`config.mk`:
```
export PLATFORM = sky130hd
export DESIGN_NAME = linear_diophantine_solver_top_flat
export DESIGN_NICKNAME = d
export VERILOG_FILES = /design/src/hw/rtl/lds_pkg.sv /design/src/hw/rtl/lds_if.sv /design/src/hw/rtl/linear_diophantine_solver_top.sv /design/src/flat_wrapper.sv
export SDC_FILE = /design/constraint.sdc
export NUM_CORES = 2
export LEC_CHECK = 0
export BUFFER_PORTS_ARGS = -buffer_cell sky130_fd_sc_hd__buf_2
export CAP_MARGIN = 15
export CELL_PAD_IN_SITES_DETAIL_PLACEMENT = 1
export CELL_PAD_IN_SITES_GLOBAL_PLACEMENT = 1
export CORE_UTILIZATION = 55
export CTS_CLUSTER_SIZE = 10
export DETAILED_ROUTE_END_ITERATION = 6
export PLACE_DENSITY = 0.93
export SYNTH_ARGS = -nofsm -noshare
export SYNTH_HDL_FRONTEND = slang
export SYNTH_SLANG_ARGS = --single-unit
```
`constraint.sdc`:
```
create_clock -name clk -period 17.9 [get_ports clk]
set_input_delay 1.79 -clock clk [delete_from_list [all_inputs] [get_ports clk]]
set_output_delay 1.79 -clock clk [all_outputs]
set_load 0.02 [all_outputs]
```
`src/hw/rtl/lds_pkg.sv`:
```
// package: shared types and constants of the diophantine solver
`default_nettype none
package lds_pkg;
    localparam int unsigned DATA_W = 32;
    localparam int unsigned MAG_W  = 33;
    localparam int unsigned COEF_W = 64;
    localparam int unsigned SOL_W  = 63;

    typedef enum logic [3:0] {
        ST_IDLE,
        ST_ABS,
        ST_CHECK,
        ST_DIV,
        ST_MUL_S,
        ST_MUL_T,
        ST_GDIV,
        ST_SCALE_X,
        ST_SCALE_Y,
        ST_OUT
    } state_t;
endpackage
`default_nettype wire

```
`src/hw/rtl/lds_if.sv`:
```
// interfaces: valid/ready channels for input and result items
`default_nettype none
interface lds_in_if;
    logic               valid;
    logic               ready;
    logic signed [31:0] coef_a;
    logic signed [31:0] coef_b;
    logic signed [31:0] rhs_c;
    modport source (output valid, coef_a, coef_b, rhs_c, input ready);
    modport sink (input valid, coef_a, coef_b, rhs_c, output ready);
endinterface

interface lds_out_if;
    logic               valid;
    logic               ready;
    logic               solvable;
    logic signed [62:0] sol_x;
    logic signed [62:0] sol_y;
    logic        [31:0] gcd_val;
    modport source (output valid, solvable, sol_x, sol_y, gcd_val, input ready);
    modport sink (input valid, solvable, sol_x, sol_y, gcd_val, output ready);
endinterface
`default_nettype wire

```
`src/hw/rtl/linear_diophantine_solver_top.sv`:
```
// top level: sequenced extended euclid with one shared divider and multiplier
// each euclid step: a check state, a restoring divide and two multiply states (s, then t)
// the final c/g division reuses the same serial divider; both-zero input goes from check straight to output
// one item at a time: in.ready is high only in idle and low while an item is in work
// reset: rst_n asynchronous active low, returns the sequencer to idle
`default_nettype none
module linear_diophantine_solver_top
    import lds_pkg::*;
(
    input  wire logic clk,
    input  wire logic rst_n,
    lds_in_if.sink    in_ch,
    lds_out_if.source out_ch
);
    state_t state_reg, state_next;

    // euclid registers; s and t stay small, so 34 signed bits keep them exact
    logic [MAG_W-1:0]        r0_reg, r1_reg, mc_reg;
    logic signed [MAG_W:0]   s0_reg, s1_reg, t0_reg, t1_reg;
    logic                    a_neg_reg, b_neg_reg, c_neg_reg;

    // shared serial divider: restoring, one quotient bit per cycle
    logic [MAG_W-1:0] dv_num_reg, dv_den_reg, dv_quo_reg;
    logic [MAG_W:0]   dv_rem_reg;
    logic [5:0]       dv_cnt_reg;
    logic [MAG_W:0]   dv_trial;
    logic [MAG_W:0]   dv_diff;

    // shared multiplier operands and signed scale factor c/g
    logic signed [MAG_W:0]    mul_a;
    logic signed [MAG_W:0]    mul_b;
    logic signed [2*MAG_W+1:0] mul_full;
    logic signed [MAG_W:0]    k_reg;

    logic             sol_reg;
    logic [SOL_W-1:0] x_reg, y_reg;
    logic [DATA_W-1:0] g_reg;

    assign dv_trial = {dv_rem_reg[MAG_W-1:0], dv_num_reg[MAG_W-1]};
    assign dv_diff  = dv_trial - {1'b0, dv_den_reg};

    // operand selection for the one multiplier
    always_comb
    begin
        unique case (state_reg)
            ST_MUL_S:   begin mul_a = $signed({1'b0, dv_quo_reg}); mul_b = s1_reg; end
            ST_MUL_T:   begin mul_a = $signed({1'b0, dv_quo_reg}); mul_b = t1_reg; end
            ST_SCALE_X: begin mul_a = s0_reg; mul_b = k_reg; end
            ST_SCALE_Y: begin mul_a = t0_reg; mul_b = k_reg; end
            default:    begin mul_a = '0; mul_b = '0; end
        endcase
    end
    assign mul_full = mul_a * mul_b;

    always_comb
    begin
        state_next = state_reg;
        unique case (state_reg)
            ST_IDLE:    if (in_ch.valid) state_next = ST_ABS;
            ST_ABS:     state_next = ST_CHECK;
            ST_CHECK:
            begin
                if (r0_reg == '0 && r1_reg == '0) state_next = ST_OUT;
                else if (r1_reg == '0) state_next = ST_GDIV;
                else state_next = ST_DIV;
            end
            ST_DIV:     if (dv_cnt_reg == 6'd0) state_next = ST_MUL_S;
            ST_MUL_S:   state_next = ST_MUL_T;
            ST_MUL_T:   state_next = ST_CHECK;
            ST_GDIV:
            begin
                if (dv_cnt_reg == 6'd0)
                    state_next = (dv_rem_reg == '0) ? ST_SCALE_X : ST_OUT;
            end
            ST_SCALE_X: state_next = ST_SCALE_Y;
            ST_SCALE_Y: state_next = ST_OUT;
            ST_OUT:     if (out_ch.ready) state_next = ST_IDLE;
            default:    state_next = ST_IDLE;
        endcase
    end

    always_ff @(posedge clk or negedge rst_n)
    begin
        if (!rst_n)
            state_reg <= ST_IDLE;
        else
            state_reg <= state_next;
    end

    // datapath
    always_ff @(posedge clk)
    begin
        unique case (state_reg)
            ST_IDLE:
            begin
                if (in_ch.valid)
                begin
                    r0_reg    <= {in_ch.coef_a[31], in_ch.coef_a};
                    r1_reg    <= {in_ch.coef_b[31], in_ch.coef_b};
                    mc_reg    <= {in_ch.rhs_c[31], in_ch.rhs_c};
                    a_neg_reg <= in_ch.coef_a[31];
                    b_neg_reg <= in_ch.coef_b[31];
                    c_neg_reg <= in_ch.rhs_c[31];
                end
            end
            ST_ABS:
            begin
                // magnitudes; sign-extended to 33 bits so -2^31 is exact
                if (a_neg_reg) r0_reg <= '0 - r0_reg;
                if (b_neg_reg) r1_reg <= '0 - r1_reg;
                if (c_neg_reg) mc_reg <= '0 - mc_reg;
                s0_reg  <= 34'sd1;
                s1_reg  <= '0;
                t0_reg  <= '0;
                t1_reg  <= 34'sd1;
                sol_reg <= 1'b0;
                x_reg   <= '0;
                y_reg   <= '0;
                g_reg   <= '0;
            end
            ST_CHECK:
            begin
                dv_cnt_reg <= 6'(MAG_W);
                dv_rem_reg <= '0;
                dv_quo_reg <= '0;
                if (r0_reg == '0 && r1_reg == '0)
                    sol_reg <= (mc_reg == '0);
                else if (r1_reg == '0)
                begin
                    g_reg      <= r0_reg[DATA_W-1:0];
                    dv_num_reg <= mc_reg;
                    dv_den_reg <= r0_reg;
                end
                else
                begin
                    dv_num_reg <= r0_reg;
                    dv_den_reg <= r1_reg;
                end
            end
            ST_DIV, ST_GDIV:
            begin
                if (dv_cnt_reg != 6'd0)
                begin
                    dv_cnt_reg <= dv_cnt_reg - 6'd1;
                    dv_num_reg <= {dv_num_reg[MAG_W-2:0], 1'b0};
                    if (!dv_diff[MAG_W])
                    begin
                        dv_rem_reg <= dv_diff;
                        dv_quo_reg <= {dv_quo_reg[MAG_W-2:0], 1'b1};
                    end
                    else
                    begin
                        dv_rem_reg <= dv_trial;
                        dv_quo_reg <= {dv_quo_reg[MAG_W-2:0], 1'b0};
                    end
                end
                else if (state_reg == ST_DIV)
                begin
                    // remainder of the step becomes the new r1
                    r0_reg <= r1_reg;
                    r1_reg <= dv_rem_reg[MAG_W-1:0];
                end
                else
                begin
                    sol_reg <= (dv_rem_reg == '0);
                    k_reg   <= c_neg_reg ? -$signed({1'b0, dv_quo_reg})
                                         :  $signed({1'b0, dv_quo_reg});
                end
            end
            ST_MUL_S:
            begin
                s0_reg <= s1_reg;
                s1_reg <= s0_reg - mul_full[MAG_W:0];
            end
            ST_MUL_T:
            begin
                t0_reg <= t1_reg;
                t1_reg <= t0_reg - mul_full[MAG_W:0];
            end
            ST_SCALE_X:
            begin
                x_reg <= a_neg_reg ? SOL_W'(-mul_full[COEF_W-1:0])
                                   : mul_full[SOL_W-1:0];
            end
            ST_SCALE_Y:
            begin
                y_reg <= b_neg_reg ? SOL_W'(-mul_full[COEF_W-1:0])
                                   : mul_full[SOL_W-1:0];
            end
            default:
            begin
            end
        endcase
    end

    assign in_ch.ready     = (state_reg == ST_IDLE);
    assign out_ch.valid    = (state_reg == ST_OUT);
    assign out_ch.solvable = sol_reg;
    assign out_ch.sol_x    = $signed(x_reg);
    assign out_ch.sol_y    = $signed(y_reg);
    assign out_ch.gcd_val  = g_reg;
endmodule
`default_nettype wire
```
`src/flat_wrapper.sv`:
```
// flat-port wrapper written by rule: the top's interface ports become plain ports
module linear_diophantine_solver_top_flat import lds_pkg::*;
  (clk, rst_n, in_ch_valid, in_ch_coef_a, in_ch_coef_b, in_ch_rhs_c, in_ch_ready, out_ch_valid, out_ch_solvable, out_ch_sol_x, out_ch_sol_y, out_ch_gcd_val, out_ch_ready);
  lds_in_if in_ch_i ();
  lds_out_if out_ch_i ();
  input  wire logic clk;
  input  wire logic rst_n;
  input wire logic [$bits(in_ch_i.valid)-1:0] in_ch_valid;
  input wire logic [$bits(in_ch_i.coef_a)-1:0] in_ch_coef_a;
  input wire logic [$bits(in_ch_i.coef_b)-1:0] in_ch_coef_b;
  input wire logic [$bits(in_ch_i.rhs_c)-1:0] in_ch_rhs_c;
  output wire logic [$bits(in_ch_i.ready)-1:0] in_ch_ready;
  output wire logic [$bits(out_ch_i.valid)-1:0] out_ch_valid;
  output wire logic [$bits(out_ch_i.solvable)-1:0] out_ch_solvable;
  output wire logic [$bits(out_ch_i.sol_x)-1:0] out_ch_sol_x;
  output wire logic [$bits(out_ch_i.sol_y)-1:0] out_ch_sol_y;
  output wire logic [$bits(out_ch_i.gcd_val)-1:0] out_ch_gcd_val;
  input wire logic [$bits(out_ch_i.ready)-1:0] out_ch_ready;
  assign in_ch_i.valid = in_ch_valid;
  assign in_ch_i.coef_a = in_ch_coef_a;
  assign in_ch_i.coef_b = in_ch_coef_b;
  assign in_ch_i.rhs_c = in_ch_rhs_c;
  assign in_ch_ready = in_ch_i.ready;
  assign out_ch_valid = out_ch_i.valid;
  assign out_ch_solvable = out_ch_i.solvable;
  assign out_ch_sol_x = out_ch_i.sol_x;
  assign out_ch_sol_y = out_ch_i.sol_y;
  assign out_ch_gcd_val = out_ch_i.gcd_val;
  assign out_ch_i.ready = out_ch_ready;
  linear_diophantine_solver_top u_core (.clk(clk), .rst_n(rst_n), .in_ch(in_ch_i), .out_ch(out_ch_i));
endmodule
```
==> reports/qor.txt <==
Run status -> completed
Sw Ratio -> 58.0%
Total Wirelength -> 313 mm
Period Utilization, post-route -> 81.2%
Netlist cell types -> 92
CTS tree -> yes
Clk pin slew, worst setup/hold paths -> 0.06 ns
Clock H-tree levels -> 3
Critical path class -> reg2reg
Vias in the first global route -> 70000
Synth Instances -> 7634
Congestion Overflow GR -> 0
Clock share of power -> 8.6%
Final ANT Viol Nets -> 0
Fin Clk Skew -> 0.0380 ns
Wire per inst -> 33.0 um
CTS Buffer Depth -> 3
Setup TNS -> 0 ns
WHS -> 0.555 ns
Cell Pwr Density -> 204 nW/um^2
Cts hold-fix bufs -> 0
Routed met2 length -> 135 mm
Startpoint types -> register
Pins Over Slew Limit -> 0
Share of cells above drive strength 1 -> 7.46%
Largest net degree at the start of global routing -> 114
Measured slew at the worst slew-check pin -> 1.35 ns
Die Y -> 364 um
Crit path max fanout -> 34
Main flop type after synthesis -> edfxtp_1
DR pass1 iterations -> 6
IO buf count -> 260
Mapped Area -> 72100 um^2
CP delay by family, top -> adder cells
Number of clock sinks -> 574
DRC violation count after routing -> 0
Global-route wire length before repair -> 460 mm
Vias per cell -> 6.71
Worst path max stage delay -> 1.06 ns
Die area -> 133000 um^2
Met3 WL -> 47.8 mm
Post-synth EDFFs -> 570
Combinational power share -> 71.5%
P_sw -> 9190 uW
HPWL after DPL -> 235 mm
WP data required -> 18.28 ns
Synth-to-layout area growth -> 7.52%
Element type at the critical path end -> register
Worst EP arrival -> 14.92 ns
F_max -> 0.0688 GHz
Slowest cell on crit path -> fa_1
Final setup fails -> 0
Metal-1 WL -> 105 mm
Part of the power in registers -> 19.9%
Postcts setup bufs -> 0
Initial Util -> 55.5%
Top-level port count -> 261
Commonest non-fill, non-tap cell in the layout -> inv_1
Top cell by count, worst path -> fa_1
Endpoints failing hold -> 0
Root Buffer -> clkbuf_16
#FFs+latches synth -> 574
Syn avg cell area -> 9.44 um^2
Tmin final -> 14.54 ns
Leak pwr -> 0.0346 uW
Vias -> 63800
Peak supply drop -> 0.237 mV
Insertion delay to the later sink of the worst-skew pair -> 0.68 ns
Initial antenna violation count -> 33
Unrepaired setup endpoints after global routing -> false
Num CTS Buffers -> 69
Seq/Total Area, Yosys -> 23.9%
Buf+Inv Stages, Crit Path -> 6
First-iteration detailed-routing DRC count -> 8923
Most frequent cells in the layout -> inv_1, fa_1, nand2_1
Final GP Congestion -> 1.04
Internal power -> 6640 uW
Slew HR -> 9.97%
Post-cts resize count -> 0
Path category of the worst min-delay check -> reg2reg
Layout Nets -> 9301
Max_cap viols -> 0
Layout Cell Area excl Fill -> 77500 um^2
Syn. warnings -> 0
Tot GR Track Use -> 47.7%
Die W -> 364 um
Core area -> 130000 um^2
Net Count, Synth -> 9221
Top routing layer used -> met5
Num rows -> 132
Dpl cell area -> 75200 um^2
Fraction of registers with async set or reset after synthesis -> 0.697%
-- synthesized netlist by cell type, drive strengths merged (26+ instances only) --
master | number | area share [%]
ha | 306 | 5.3
buf | 26 | 0.16
and3 | 90 | 0.78
inv | 1220 | 6.4
fa | 1181 | 33
xor2 | 153 | 1.9
a22oi | 68 | 0.71
mux2i | 44 | 0.61
a21oi | 137 | 0.96
clkbuf | 351 | 1.8
nand3 | 85 | 0.59
o21a | 28 | 0.29
o31ai | 37 | 0.39
o211ai | 41 | 0.43
mux2 | 32 | 0.50
o21ai | 256 | 1.8
nand2b | 49 | 0.43
nand2 | 1062 | 5.5
nand4 | 41 | 0.39
nor3 | 89 | 0.62
and2 | 146 | 1.3
a21o | 70 | 0.73
xnor2 | 227 | 2.8
edfxtp | 570 | 24
nor4 | 51 | 0.51
nor2 | 941 | 4.9
or3 | 41 | 0.36
-- cells by family (layout without fill, tap and decap cells) --
family	count (synthesis)	count (layout)	share of synthesized area [%]
AO/OA/AOI/OAI	820	820	7.44
XOR/XNOR	380	380	4.62
adder cells (fa/ha/maj)	1487	1487	38.1
buffers and inverters	1598	1710	8.35
flip-flops	574	574	23.9
multiplexers	76	76	1.11
other	0	15	0
AND/OR/NAND/NOR	2699	2699	16.5
-- stage by stage --
stage	utilization (%)	setup slack [ns]	total power, uW	cells
2_1_floorplan	-	7.02	9500	7634
3_3_place_gp	58.0	4.56	12700	9376
3_5_place_dp	58.0	3.84	13400	9376
4_1_cts	59.5	3.72	15100	9479
5_1_grt	59.7	3.04	16200	9491
6_report	59.7	3.36	15800	9503
-- power groups by stage --
stage | clock network (uW) | logic [uW] | registers, uW
2_1_floorplan | 0 | 6530 | 2970
3_3_place_gp | 0 | 9650 | 3000
3_5_place_dp | 0 | 10300 | 3060
4_1_cts | 1350 | 10700 | 3070
5_1_grt | 1380 | 11700 | 3150
6_report | 1370 | 11300 | 3150
-- tightest hold or removal path, delay by kind of cell (launching register included) --
family	cells	cell delay, ns
compound gates	1	0.08
flops	1	0.32
simple gates	1	0.05
-- cell type report --
class,count,area [um^2]
Sequential cell,574,17200
Inverter,1221,4580
Clock inverter,10,171
Multi-Input combinational cell,5462,49100
Antenna cell,15,37.5
Tap cell,1742,2180
Clock buffer,93,1850
Timing Repair Buffer,386,2400
Fill cell,14600,52300
-- per-layer routing --
layer | vias up | track usage (%)
met1 | 32100 | 57.6
met5 | - | 0.182
met3 | 1718 | 19.4
li1 | 24400 | -
met2 | 5585 | 69.9
met4 | 48 | 32.1
-- worst paths after layout --
| check | from | endpoint | slack (ns) | cells past startpoint |
|---|---|---|---|---|
| max | u_core.state_reg[1]$_DFFE_PN0P_ | u_core.out_ch.sol_x[62]$_SDFFCE_PP0P_ | 3.36 | 33 |
| min | u_core.dv_num_reg[31]$_DFFE_PP_ | u_core.dv_num_reg[32]$_DFFE_PP_ | 0.56 | 2 |
| max reg2reg | u_core.state_reg[1]$_DFFE_PN0P_ | u_core.out_ch.sol_x[62]$_SDFFCE_PP0P_ | 3.36 | 33 |
| min reg2reg | u_core.dv_num_reg[31]$_DFFE_PP_ | u_core.dv_num_reg[32]$_DFFE_PP_ | 0.56 | 2 |
| max in group asynchronous | rst_n | u_core.state_reg[0]$_DFFE_PN0P_ | 16.82 | 1 |
| min in group asynchronous | rst_n | u_core.state_reg[3]$_DFFE_PN0P_ | 0.92 | 1 |
Power figures use the tool's default switching activity.
